===== config.mk =====
export PLATFORM = sky130hd
export DESIGN_NAME = png_ancillary_chunk_filter
export DESIGN_NICKNAME = d
export VERILOG_FILES = /design/src/hw/rtl/pngacf_pkg.sv /design/src/hw/rtl/pngacf_in_stage.sv /design/src/hw/rtl/pngacf_core.sv /design/src/hw/rtl/png_ancillary_chunk_filter.sv
export VERILOG_INCLUDE_DIRS = /design/src /design/src/hw/rtl
export SDC_FILE = /design/constraint.sdc
export NUM_CORES = 1
export LEC_CHECK = 0
export ABC_AREA = 1
export ABC_CLOCK_PERIOD_IN_PS = 4000
export BUFFER_PORTS_ARGS = -buffer_cell sky130_fd_sc_hd__buf_4
export CORE_AREA = 2 2 97 118
export CTS_BUF_LIST = sky130_fd_sc_hd__clkbuf_8
export DETAILED_ROUTE_END_ITERATION = 10
export DIE_AREA = 0 0 99 120
export PLACE_DENSITY_LB_ADDON = 0.05
export SETUP_SLACK_MARGIN = 0.05
export SYNTH_ARGS = -nofsm -noshare
export SYNTH_HDL_FRONTEND = slang
export SYNTH_SLANG_ARGS = --single-unit

===== constraint.sdc =====
create_clock -name clk -period 4 [get_ports clk]
set_input_delay 0.6 -clock clk [delete_from_list [all_inputs] [get_ports clk]]
set_output_delay 0.6 -clock clk [all_outputs]
set_load 0.02 [all_outputs]

===== src/hw/rtl/assert_macros.svh =====
// ---------------------------------------------------------------------------
// Assertion macros
// Shared concurrent assertion forms, clocked on clk and disabled in reset.
// ---------------------------------------------------------------------------
`ifndef ASSERT_MACROS_SVH
`define ASSERT_MACROS_SVH

// The property must hold at every clock edge outside reset.
`define ASSERT_CHECK(label, prop, msg) \
    label: assert property (@(posedge clk) disable iff (!rst_n) (prop)) else $error(msg);

// The expression must never be true outside reset.
`define ASSERT_NEVER(label, expr, msg) \
    label: assert property (@(posedge clk) disable iff (!rst_n) !(expr)) else $error(msg);

`endif


===== src/hw/rtl/pngacf_pkg.sv =====
// ---------------------------------------------------------------------------
// PNG ancillary chunk filter package
// Types, constants and the signature table shared by the filter modules.
// ---------------------------------------------------------------------------
package pngacf_pkg;

    localparam int LENGTH_WIDTH_DEF = 32;

    typedef enum logic [2:0] {
        PH_SIG  = 3'd0,
        PH_LEN  = 3'd1,
        PH_TYPE = 3'd2,
        PH_SKIP = 3'd3,
        PH_DONE = 3'd4
    } phase_t;

    typedef enum logic [1:0] {
        ST_OK      = 2'd0,
        ST_BAD_SIG = 2'd1,
        ST_ANC     = 2'd2
    } status_t;

    typedef struct packed {
        logic [7:0] data_byte;
        logic       end_of_file;
    } item_t;

    localparam logic [2:0] SIG_LAST    = 3'd7;
    localparam logic [2:0] LEN_LAST    = 3'd3;
    localparam logic [7:0] ANC_LOW     = 8'd97;
    localparam logic [7:0] ANC_HIGH    = 8'd127;
    localparam logic [7:0] TYPE_END    = 8'd0;
    localparam int         SKIP_EXTRA  = 7;

    function automatic logic [7:0] sig_byte(input logic [2:0] idx);
        logic [7:0] b;
        unique case (idx)
            3'd0: b = 8'h89;
            3'd1: b = 8'h50;
            3'd2: b = 8'h4E;
            3'd3: b = 8'h47;
            3'd4: b = 8'h0D;
            3'd5: b = 8'h0A;
            3'd6: b = 8'h1A;
            3'd7: b = 8'h0A;
        endcase
        return b;
    endfunction

endpackage


===== src/hw/rtl/pngacf_in_stage.sv =====
// ---------------------------------------------------------------------------
// Input register
// Captures one byte beat and holds it until the core consumes it.
// ---------------------------------------------------------------------------
module pngacf_in_stage
    import pngacf_pkg::*;
(
    input  logic       clk,
    input  logic       rst_n,
    input  logic       s_axis_tvalid,
    output logic       s_axis_tready,
    input  logic [7:0] s_axis_tdata,
    input  logic       s_axis_tlast,
    input  logic       advance,
    output logic       item_valid,
    output item_t      item
);

    logic  valid_reg;
    logic  valid_next;
    item_t item_reg;

    assign s_axis_tready = !valid_reg || advance;
    assign valid_next    = s_axis_tready ? s_axis_tvalid : valid_reg;

    always_ff @(posedge clk or negedge rst_n)
    begin
        if (!rst_n)
        begin
            valid_reg <= 1'b0;
        end
        else
        begin
            valid_reg <= valid_next;
        end
    end

    always_ff @(posedge clk)
    begin
        if (s_axis_tvalid && s_axis_tready)
        begin
            item_reg.data_byte   <= s_axis_tdata;
            item_reg.end_of_file <= s_axis_tlast;
        end
    end

    assign item_valid = valid_reg;
    assign item       = item_reg;

endmodule


===== src/hw/rtl/pngacf_core.sv =====
// ---------------------------------------------------------------------------
// Chunk walker and result register
// Tracks signature and chunk state per byte and registers the verdict.
// ---------------------------------------------------------------------------
module pngacf_core
    import pngacf_pkg::*;
#(
    parameter int LENGTH_WIDTH = LENGTH_WIDTH_DEF
)
(
    input  logic       clk,
    input  logic       rst_n,
    input  logic       item_valid,
    input  item_t      item,
    output logic       advance,
    output logic       m_axis_tvalid,
    input  logic       m_axis_tready,
    output logic [7:0] m_axis_tdata
);

    localparam int SKIP_WIDTH = LENGTH_WIDTH + 1;

    phase_t                  phase_reg, phase_next;
    logic [2:0]              idx_reg, idx_next;
    logic [LENGTH_WIDTH-1:0] len_reg, len_next;
    logic [SKIP_WIDTH-1:0]   skip_reg, skip_next, skip_dec;
    logic                    out_valid_reg, out_valid_next;
    status_t                 status_reg, status_c;
    logic [2:0]              sig_idx_reg, sig_idx_c;
    logic                    emit;
    logic [7:0]              b;
    logic                    eof;
    logic                    is_anc;

    assign b       = item.data_byte;
    assign eof     = item.end_of_file;
    assign is_anc  = (b >= ANC_LOW) && (b <= ANC_HIGH);
    assign advance = item_valid && (!out_valid_reg || m_axis_tready);
    assign skip_dec = (skip_reg != '0) ? skip_reg - SKIP_WIDTH'(1) : skip_reg;

    always_comb
    begin
        emit      = 1'b0;
        status_c  = ST_OK;
        sig_idx_c = 3'd0;
        unique case (phase_reg)
            PH_SIG:
            begin
                if (b != sig_byte(idx_reg))
                begin
                    emit      = 1'b1;
                    status_c  = ST_BAD_SIG;
                    sig_idx_c = idx_reg;
                end
                else if (idx_reg != SIG_LAST && eof)
                begin
                    emit      = 1'b1;
                    status_c  = ST_BAD_SIG;
                    sig_idx_c = idx_reg + 3'd1;
                end
            end
            PH_TYPE:
            begin
                if (b == TYPE_END)
                begin
                    emit = 1'b1;
                end
                else if (is_anc)
                begin
                    emit     = 1'b1;
                    status_c = ST_ANC;
                end
            end
            default:
            begin
                emit = 1'b0;
            end
        endcase
        if (eof && !emit && phase_reg != PH_DONE)
        begin
            emit      = 1'b1;
            status_c  = ST_OK;
            sig_idx_c = 3'd0;
        end
    end

    always_comb
    begin
        phase_next = phase_reg;
        idx_next   = idx_reg;
        len_next   = len_reg;
        skip_next  = skip_reg;
        unique case (phase_reg)
            PH_SIG:
            begin
                if (b == sig_byte(idx_reg))
                begin
                    if (idx_reg == SIG_LAST)
                    begin
                        phase_next = PH_LEN;
                        idx_next   = 3'd0;
                        len_next   = '0;
                    end
                    else
                    begin
                        idx_next = idx_reg + 3'd1;
                    end
                end
            end
            PH_LEN:
            begin
                len_next = {len_reg[LENGTH_WIDTH-9:0], b};
                if (idx_reg == LEN_LAST)
                begin
                    idx_next   = 3'd0;
                    phase_next = PH_TYPE;
                end
                else
                begin
                    idx_next = idx_reg + 3'd1;
                end
            end
            PH_TYPE:
            begin
                skip_next  = {1'b0, len_reg} + SKIP_WIDTH'(SKIP_EXTRA);
                phase_next = PH_SKIP;
            end
            PH_SKIP:
            begin
                skip_next = skip_dec;
                if (skip_dec == '0)
                begin
                    phase_next = PH_LEN;
                    idx_next   = 3'd0;
                    len_next   = '0;
                end
            end
            default:
            begin
                phase_next = phase_reg;
            end
        endcase
        if (emit)
        begin
            phase_next = PH_DONE;
        end
        if (eof)
        begin
            phase_next = PH_SIG;
            idx_next   = 3'd0;
            len_next   = '0;
            skip_next  = '0;
        end
    end

    assign out_valid_next = advance ? emit : (out_valid_reg && !m_axis_tready);

    always_ff @(posedge clk or negedge rst_n)
    begin
        if (!rst_n)
        begin
            phase_reg     <= PH_SIG;
            idx_reg       <= 3'd0;
            len_reg       <= '0;
            skip_reg      <= '0;
            out_valid_reg <= 1'b0;
        end
        else
        begin
            out_valid_reg <= out_valid_next;
            if (advance)
            begin
                phase_reg <= phase_next;
                idx_reg   <= idx_next;
                len_reg   <= len_next;
                skip_reg  <= skip_next;
            end
        end
    end

    always_ff @(posedge clk)
    begin
        if (advance && emit)
        begin
            status_reg  <= status_c;
            sig_idx_reg <= sig_idx_c;
        end
    end

    assign m_axis_tvalid = out_valid_reg;
    assign m_axis_tdata  = {3'b000, sig_idx_reg, status_reg};

endmodule


===== src/hw/rtl/png_ancillary_chunk_filter.sv =====
// ---------------------------------------------------------------------------
// PNG ancillary chunk filter
// Checks the PNG signature, walks the chunks and gives one verdict per file.
// ---------------------------------------------------------------------------
// Channel   Direction  Beat
// s_axis    in         one file byte, tlast on the final byte of the file
// m_axis    out        one verdict per file
//
// A new byte is accepted in every cycle while no verdict is stalled.
// A byte passes the input register, then the chunk walker and result register.
// A verdict is registered when the walker consumes its deciding byte from the input register.
// A stalled verdict stops the input register only when it also holds a byte.
// Reset returns the walker to the signature phase with no verdict pending.
// ---------------------------------------------------------------------------
`include "assert_macros.svh"

module png_ancillary_chunk_filter
    import pngacf_pkg::*;
#(
    parameter int LENGTH_WIDTH = LENGTH_WIDTH_DEF
)
(
    input  logic       clk,
    input  logic       rst_n,
    input  logic       s_axis_tvalid,
    output logic       s_axis_tready,
    input  logic [7:0] s_axis_tdata,   // data_byte[7:0]
    input  logic       s_axis_tlast,
    output logic       m_axis_tvalid,
    input  logic       m_axis_tready,
    output logic [7:0] m_axis_tdata    // status[1:0], signature_index[4:2], zero[7:5]
);

    logic  advance;
    logic  item_valid;
    item_t item;

    pngacf_in_stage u_in_stage (
        .clk           (clk),
        .rst_n         (rst_n),
        .s_axis_tvalid (s_axis_tvalid),
        .s_axis_tready (s_axis_tready),
        .s_axis_tdata  (s_axis_tdata),
        .s_axis_tlast  (s_axis_tlast),
        .advance       (advance),
        .item_valid    (item_valid),
        .item          (item)
    );

    pngacf_core #(
        .LENGTH_WIDTH (LENGTH_WIDTH)
    ) u_core (
        .clk           (clk),
        .rst_n         (rst_n),
        .item_valid    (item_valid),
        .item          (item),
        .advance       (advance),
        .m_axis_tvalid (m_axis_tvalid),
        .m_axis_tready (m_axis_tready),
        .m_axis_tdata  (m_axis_tdata)
    );

    `ASSERT_CHECK(a_verdict_from_byte,
        $rose(m_axis_tvalid) |-> $past(item_valid),
        "verdict without a byte")
    `ASSERT_CHECK(a_index_only_bad_sig,
        (m_axis_tvalid && m_axis_tdata[1:0] != ST_BAD_SIG) |-> (m_axis_tdata[4:2] == 3'd0),
        "signature index set without bad signature")
    `ASSERT_NEVER(a_stall_needs_full_reg,
        !s_axis_tready && !item_valid,
        "input stalled with empty register")

endmodule

# ---- Word level (Yosys, flattened, before mapping)
# Memories as Yosys holds them, arrays and structs flattened.
# Index checks and enable logic that the tools add are counted.
dict set report totals {
  input_bits 13
  wordCells 97
  romBits 112
  reg_bits 87
  mem_count 2
}
# name depth width rd rd_ports_with_merged_regs write_ports line_no
set memory_table {}
lappend memory_table {{(name not given)} 8 7 1 0 0 pngacf_pkg.sv:37} ;# unique case (idx)
lappend memory_table {{(name not given)} 8 7 1 0 0 pngacf_pkg.sv:37}
dict set report classes {
  n_bitwise 1
  reduce_logical 26
  n_mux 37
  eq_ne 16
  magnitude_cmp 2
  add_sub_neg 3
}
# cell count
set op_table {}
lappend op_table {{2-to-1 mux 32 bit} 4}
lappend op_table {{case mux 32 bit (3 select lines)} 1}
lappend op_table {{2-to-1 mux 33 bit} 2}
lappend op_table {{case mux 33 bit (2 select lines)} 1}
lappend op_table {{2-to-1 mux 3 bit} 13}
lappend op_table {{adder 32 x 3 -> 33 bit (second input constant)} 1}
lappend op_table {{zero test 33 bit} 1}
lappend op_table {{nonzero test 33 bit} 1}
lappend op_table {{subtractor 33 x 1 -> 33 bit (second input constant)} 1}
lappend op_table {{2-to-1 mux 8 bit} 2}
lappend op_table {{!= test 4 x 2 -> 1 bit (second input constant)} 4}
lappend op_table {{case mux 3 bit (4 select lines)} 1}
lappend op_table {{equality test 3 x 2 -> 1 bit (second input constant)} 3}
lappend op_table {{!= test 3 x 2 -> 1 bit (second input constant)} 3}
lappend op_table {{case mux 3 bit (3 select lines)} 1}
lappend op_table {{equality test 8 bit} 1}
lappend op_table {{greater-or-equal comparator 8 x 7 -> 1 bit (second input constant)} 1}
lappend op_table {{less-or-equal comparator 8 x 7 -> 1 bit (second input constant)} 1}
lappend op_table {{logical AND 1 bit} 8}
lappend op_table {{zero test 8 bit} 1}
lappend op_table {{!= test 8 bit} 1}
lappend op_table {{2-to-1 mux 1 bit} 7}
lappend op_table {{2-to-1 mux 2 bit} 3}
lappend op_table {{!= test 3 bit (second input constant)} 2}
lappend op_table {{17 further kinds} 21}

# ---- Logic depth before layout (Yosys ltp)
dict set report depth {
  depth_word 11
  depth_mapped 19
  mapped_depth_nobuf 19
}

# ---- Hierarchy
# A second synthesis with hierarchy kept.
dict set report unflattened {
  cells_unflattened 930
  hier_area_um2 6359.8
}
# module n_inst cells_per_inst area_per_inst_um2
set modules_own_cells {}
lappend modules_own_cells {pngacf_core 1 915 6044.5}
lappend modules_own_cells {pngacf_in_stage 1 15 315.3}

# ---- Worst setup path before layout
# No wires, ideal clock.
dict set report synth_timing {
  kind {reg2reg}
  startpoint {register u_core.idx_reg[0]}
  endpoint {register u_core.sig_idx_reg[0], enable pin}
  required_ns 3.739
  synth_period_minus_slack_ns 2.267
  stages_incl_launch_ff 12
  setup_slack_ns 1.733
  setup_time_ns 0.261
  n_path_buf 0
  t_arrival_ns 2.006
  path_cell_list {dfrtp_1 inv_1 ha_1 inv_1 o21bai_1 nor2_1 nor3b_1 nand3_1 o21ai_1 o211ai_1 nand2_1 inv_1}
}
dict set report synth_via {
  elab_chain_len 10
}
# element line_no
set synth_lines {}
lappend synth_lines {{from (decl)} pngacf_core.sv:24} ;# logic [2:0] idx_reg, idx_next;
lappend synth_lines {{from (signal assigned)} pngacf_core.sv:174} ;# idx_reg <= idx_next;
lappend synth_lines {{memory (8 x 7 bit) / != test 3 bit (equally long branches)} --}
lappend synth_lines {{2-to-1 mux 8 bit / logical AND 1 bit (equally long branches)} {pngacf_core.sv:46, pngacf_core.sv:55}}
lappend synth_lines {{!= test 8 bit / 2-to-1 mux 1 bit (equally long branches)} {pngacf_core.sv:49, pngacf_core.sv:55}}
lappend synth_lines {{2-to-1 mux 1 bit (*)} pngacf_core.sv:49} ;# if (b != sig_byte(idx_reg))
lappend synth_lines {{case mux 1 bit (2 select lines) (*)} pngacf_core.sv:46} ;# unique case (phase_reg)
lappend synth_lines {{zero test 1 bit} pngacf_core.sv:79} ;# if (eof && !emit && phase_reg != PH_DONE)
lappend synth_lines {{logical AND 1 bit (2 in a row)} pngacf_core.sv:79}
lappend synth_lines {{2-to-1 mux 1 bit (*)} pngacf_core.sv:79}
lappend synth_lines {{logical AND 1 bit (*)} pngacf_core.sv:183} ;# if (advance && emit)
lappend synth_lines {{to (signal assigned)} pngacf_core.sv:186} ;# sig_idx_reg <= sig_idx_c;
lappend synth_lines {{to (decl)} pngacf_core.sv:29} ;# logic [2:0] sig_idx_reg, sig_idx_c;
# Every way passes the cells marked *; elsewhere a longest branch is shown, timed or not. The select of a mux whose other input is x is not followed.
# A chain may end at the register's enable or synchronous reset.

# ---- Final worst setup path
dict set report layout_timing {
  startpoint {register u_core.skip_reg[30]}
  endpoint {register u_core.len_reg[27]}
}
dict set report layout_via {
  elab_chain_len 5
}
# element line_no
set layout_lines {}
lappend layout_lines {{from (decl)} pngacf_core.sv:26} ;# logic [SKIP_WIDTH-1:0] skip_reg, skip_next, skip_dec;
lappend layout_lines {{from (signal assigned)} pngacf_core.sv:176} ;# skip_reg <= skip_next;
lappend layout_lines {{subtractor 33 x 1 -> 33 bit / nonzero test 33 bit (equally long branches)} pngacf_core.sv:39} ;# assign skip_dec = (skip_reg != '0) ? skip_reg - SKIP_WIDTH'(1) : skip_reg;
lappend layout_lines {{2-to-1 mux 33 bit (*)} pngacf_core.sv:39}
lappend layout_lines {{zero test 33 bit (*)} pngacf_core.sv:131} ;# if (skip_dec == '0)
lappend layout_lines {{!= test 3 x 2 -> 1 bit (no source line) (*)} --}
lappend layout_lines {{AND reduction 5 bit (no source line) (*)} --}
lappend layout_lines {{to (signal assigned)} pngacf_core.sv:175} ;# len_reg <= len_next;
lappend layout_lines {{to (decl)} pngacf_core.sv:25} ;# logic [LENGTH_WIDTH-1:0] len_reg, len_next;
# Every way passes the cells marked *; elsewhere a longest branch is shown, timed or not.

==> flow_metrics.py <==
metrics = {
    "run_status": {
        "status": "finished, final reports clean",
    },
    "global_routing": {
        "grt_max_degree": 74,
        "grt_pass1_wl_um": 29500,
        "grt.total_usage_pct": 31.4,
        "grt_pass1_vias": 6183,
        "antenna_found_initial": 0,
        "grt_overflow_total": 0,
    },
    "cts": {
        "cts_resized": 0,
        "cts_buffers": 9,
        "clock_latency_ns": 0.38,
        "ctsRootBufferMaster": "clkbuf_8",
        "postCtsSetupRepairBufs": 0,
        "cts_tree": "done",
        "path_clk_slew_ns": 0.10,
        "htreeDepth": 3,
        "cts_hold_buf": 0,
        "clock_path_buffers": 2,
        "clock_sinks": 87,
    },
    "floorplanning": {
        "fp.dieH_um": 120,
        "initial_utilization_pct": 58.9,
        "die_x_um": 99,
        "core-area_um2": 10800,
        "rows": 42,
        "io_pins": 23,
        "dieArea_um2": 11900,
    },
    "placed_design": {
        "hpwl_um": 13500,
        "port_buffers": 19,
        "finalWeightedCongestion": 0.924,
        "pre_cts_ws_ns": 0.634,
    },
    "timing": {
        "finalClockSkew_ns": 0.0168,
        "clock.fmax_mhz": 291,
        "tightest_slew_ns": 0.967,
        "setup_viol": 0,
        "slew_violations": 0,
        "hold_violations": 0,
        "fin_crit_ns": 3.44,
        "period_share_pct": 86.0,
        "fin_ws_ns": 0.561,
        "tns_ns": 0,
        "grt_setup_unrepaired": "false",
        "relSlewSlack_pct": 35.5,
        "whs_ns": 0.343,
    },
    "pwr": {
        "p_sw_w": 0.00220,
        "p_seq_share_pct": 27.2,
        "switching_share_pct": 51.7,
        "power.internal_w": 0.00206,
        "peakVddDrop_mv": 0.378,
        "combPwrFrac_pct": 56.9,
        "p_leak_nw": 3.34,
        "p_clk_share_pct": 15.8,
        "p_per_area_nw_per_um2": 633,
    },
    "synth": {
        "seq_area_frac_synth_pct": 35.4,
        "synth_edf_count": 14,
        "netlist_top_cells_area": "dfrtp_1 (29%), nand2_1 (16%), nor2_1 (8.3%), edfxtp_1 (6.6%), inv_1 (5.7%)",
        "synth_cells": 943,
        "syn_avg_cell_area_um2": 6.73,
        "ys_types": 40,
        "synth-warning-count": 0,
        "async_flop_share_pct": 83.9,
        "ys.flop_type": "dfrtp_1",
        "synth.largest_area_cell": "dfrtp_1",
        "synth_top_area_share_pct": 28.8,
        "synth_area_um2": 6350,
        "synth_seq_cells": 87,
    },
    "setup_path": {
        "worstPathArrival_ns": 3.70,
        "reg2reg_from": "u_core.skip_reg[30]",
        "crit_path_end_kind": "flip-flop",
        "critPathBufInv": 1,
        "crit_chain": "inv_1 > nand2_1 > nor2_1 > nand2_1 > nor2_4 > nand3_4 > o21ai_0 > nand2_1 > nor2_1 > nand2_1 > nor2_1 > nand3_1 > nand2_4 > nand3_4 > nand2_1 > nand2_1",
        "critPathLaunchType": "flip-flop",
        "required_ns": 4.26,
        "startpoint": "u_core.skip_reg[30]",
        "cp_slowest_cell": "dfrtp_1",
        "r2r_setup_slack_ns": 0.56,
        "crit_fanout": 35,
        "path_class": "reg -> reg",
        "max_stage_delay_ns": 0.42,
        "reg2reg_to": "u_core.len_reg[27]",
        "r2r_cells": 16,
        "crit_path_frequent_cell": "nand2_1",
        "critPathTopFamily": "simple AND/OR/NAND/NOR gates",
    },
    "routing": {
        "dr_total_vias": 6195,
        "drc": 0,
        "wl_um": 18000,
        "firstDrtPassIters": 8,
        "avgViaCountPerCell": 5.71,
        "ant_nets": 0,
        "drtIter0Drc": 408,
        "post_drt_wl_per_cell_um": 16.6,
    },
    "job": {
        "maxCapViolations": 0,
    },
    "final_layout": {
        "largest_register_ff_count": 33,
        "layout-drive-gt1-share_pct": 7.97,
        "fill_cells": 1029,
        "final_nets": 972,
        "area_growth_pct": 6.01,
        "diodes": 0,
    },
    "worst_hold_path": {
        "hold_path.class": "in -> async",
    },
}
==> logic make-up (layout without fill, tap and decap cells) <==
group	after synthesis	after routing	synth area share (%)
simple gates	539	539	36.9
flops	87	87	35.4
buf+inv	138	146	9.30
compound gates	131	131	11.2
other cells	1	3	0.0591
fa+ha+maj	11	11	2.17
xor+xnor	36	36	4.97
==> final cells by class <==
type / count / area [um^2] / share of cell area [%]
Clock buffer: 9 / 124 / 1.84
Timing Repair Buffer: 26 / 195 / 2.90
Clock inverter: 7 / 83.8 / 1.25
Sequential cell: 87 / 2250 / 33.4
Multi-Input combinational cell: 720 / 3520 / 52.4
Inverter: 104 / 390 / 5.80
Tap cell: 132 / 165 / 2.45
==> power groups by stage <==
stage                     logic [W]  registers, W  clock network [W]
after global routing        0.00271       0.00118           0.000709
after floorplan             0.00185       0.00117                  0
final                       0.00242       0.00116           0.000673
after global placement      0.00235       0.00117                  0
after CTS                   0.00240       0.00116           0.000677
after detailed placement    0.00238       0.00118                  0
==> worst register-to-register path: stages, from the launching register on <==
cell     delay, ns
dfrtp_1       0.42
inv_1         0.11
nand2_1       0.08
nor2_1        0.17
nand2_1       0.15
nor2_4        0.18
nand3_4       0.37
o21ai_0       0.31
nand2_1       0.10
nor2_1        0.10
nand2_1       0.05
nor2_1        0.17
nand3_1       0.16
nand2_4       0.32
nand3_4       0.39
nand2_1       0.18
nand2_1       0.06
==> cells in the mapped netlist (10+ instances only) <==
| cell type | number |
|---|---|
| o21ai_0 | 60 |
| ha_1 | 11 |
| nor2_1 | 141 |
| nand4_1 | 50 |
| nand2_1 | 265 |
| nor2_2 | 10 |
| o21ai_1 | 15 |
| dfrtp_1 | 73 |
| edfxtp_1 | 14 |
| xor2_1 | 32 |
| nand3_1 | 31 |
| a21oi_1 | 37 |
| clkbuf_1 | 18 |
| inv_1 | 96 |
| nor3_1 | 19 |
==> worst max path at each step <==
stage | endpoint | slack [ns] | cells past startpoint
floorplan | u_core.sig_idx_reg[0] | 1.73 | 11
global placement | u_core.len_reg[31] | 0.71 | 16
detailed placement | u_core.len_reg[27] | 0.63 | 16
CTS | u_core.len_reg[27] | 0.59 | 16
global route | u_core.len_reg[17] | 0.32 | 16
finish | u_core.len_reg[27] | 0.56 | 16
==> layer usage <==
metal	vias to the layer above	GRT usage, %	wire length (um)
met5	-	0	0
li1	3070	-	-
met3	46	3.55	703
met2	186	57.4	9450
met1	2893	35.7	7030
met4	0	16.0	781
==> per-stage QoR <==
| step | util (%) | total power [W] | instance area (um^2) | cells |
|---|---|---|---|---|
| CTS | 62.5 | 0.00424 | 6730 | 1085 |
| finish | 62.5 | 0.00426 | 6730 | 1085 |
| floorplan | - | 0.00302 | 6350 | 945 |
| global route | 62.5 | 0.00459 | 6730 | 1085 |
| detailed placement | 60.5 | 0.00356 | 6520 | 1069 |
| global placement | 60.5 | 0.00352 | 6520 | 1069 |
==> cells in the final DEF, fill, tap and decap left out, types with 2 or more instances in the layout <==
cell type  instances
o31ai_1            3
ha_1              11
inv_6              4
inv_2              6
o211ai_1           3
buf_4             26
nor3_1            19
a22oi_1            2
xor2_1            32
o22ai_1            5
nor4_1             7
nor2_1           140
nand3_4            2
nand2_2            7
dfrtp_1           73
o21ai_1           15
nand4_1           50
o21ai_0           60
nor2_4             3
nor2_2            11
nand3_1           31
conb_1             3
clkinv_1           2
clkbuf_8           9
edfxtp_1          14
nand2_1          265
inv_1             96
xnor2_1            4
a21oi_1           36
(Power assumes the default switching activity.)
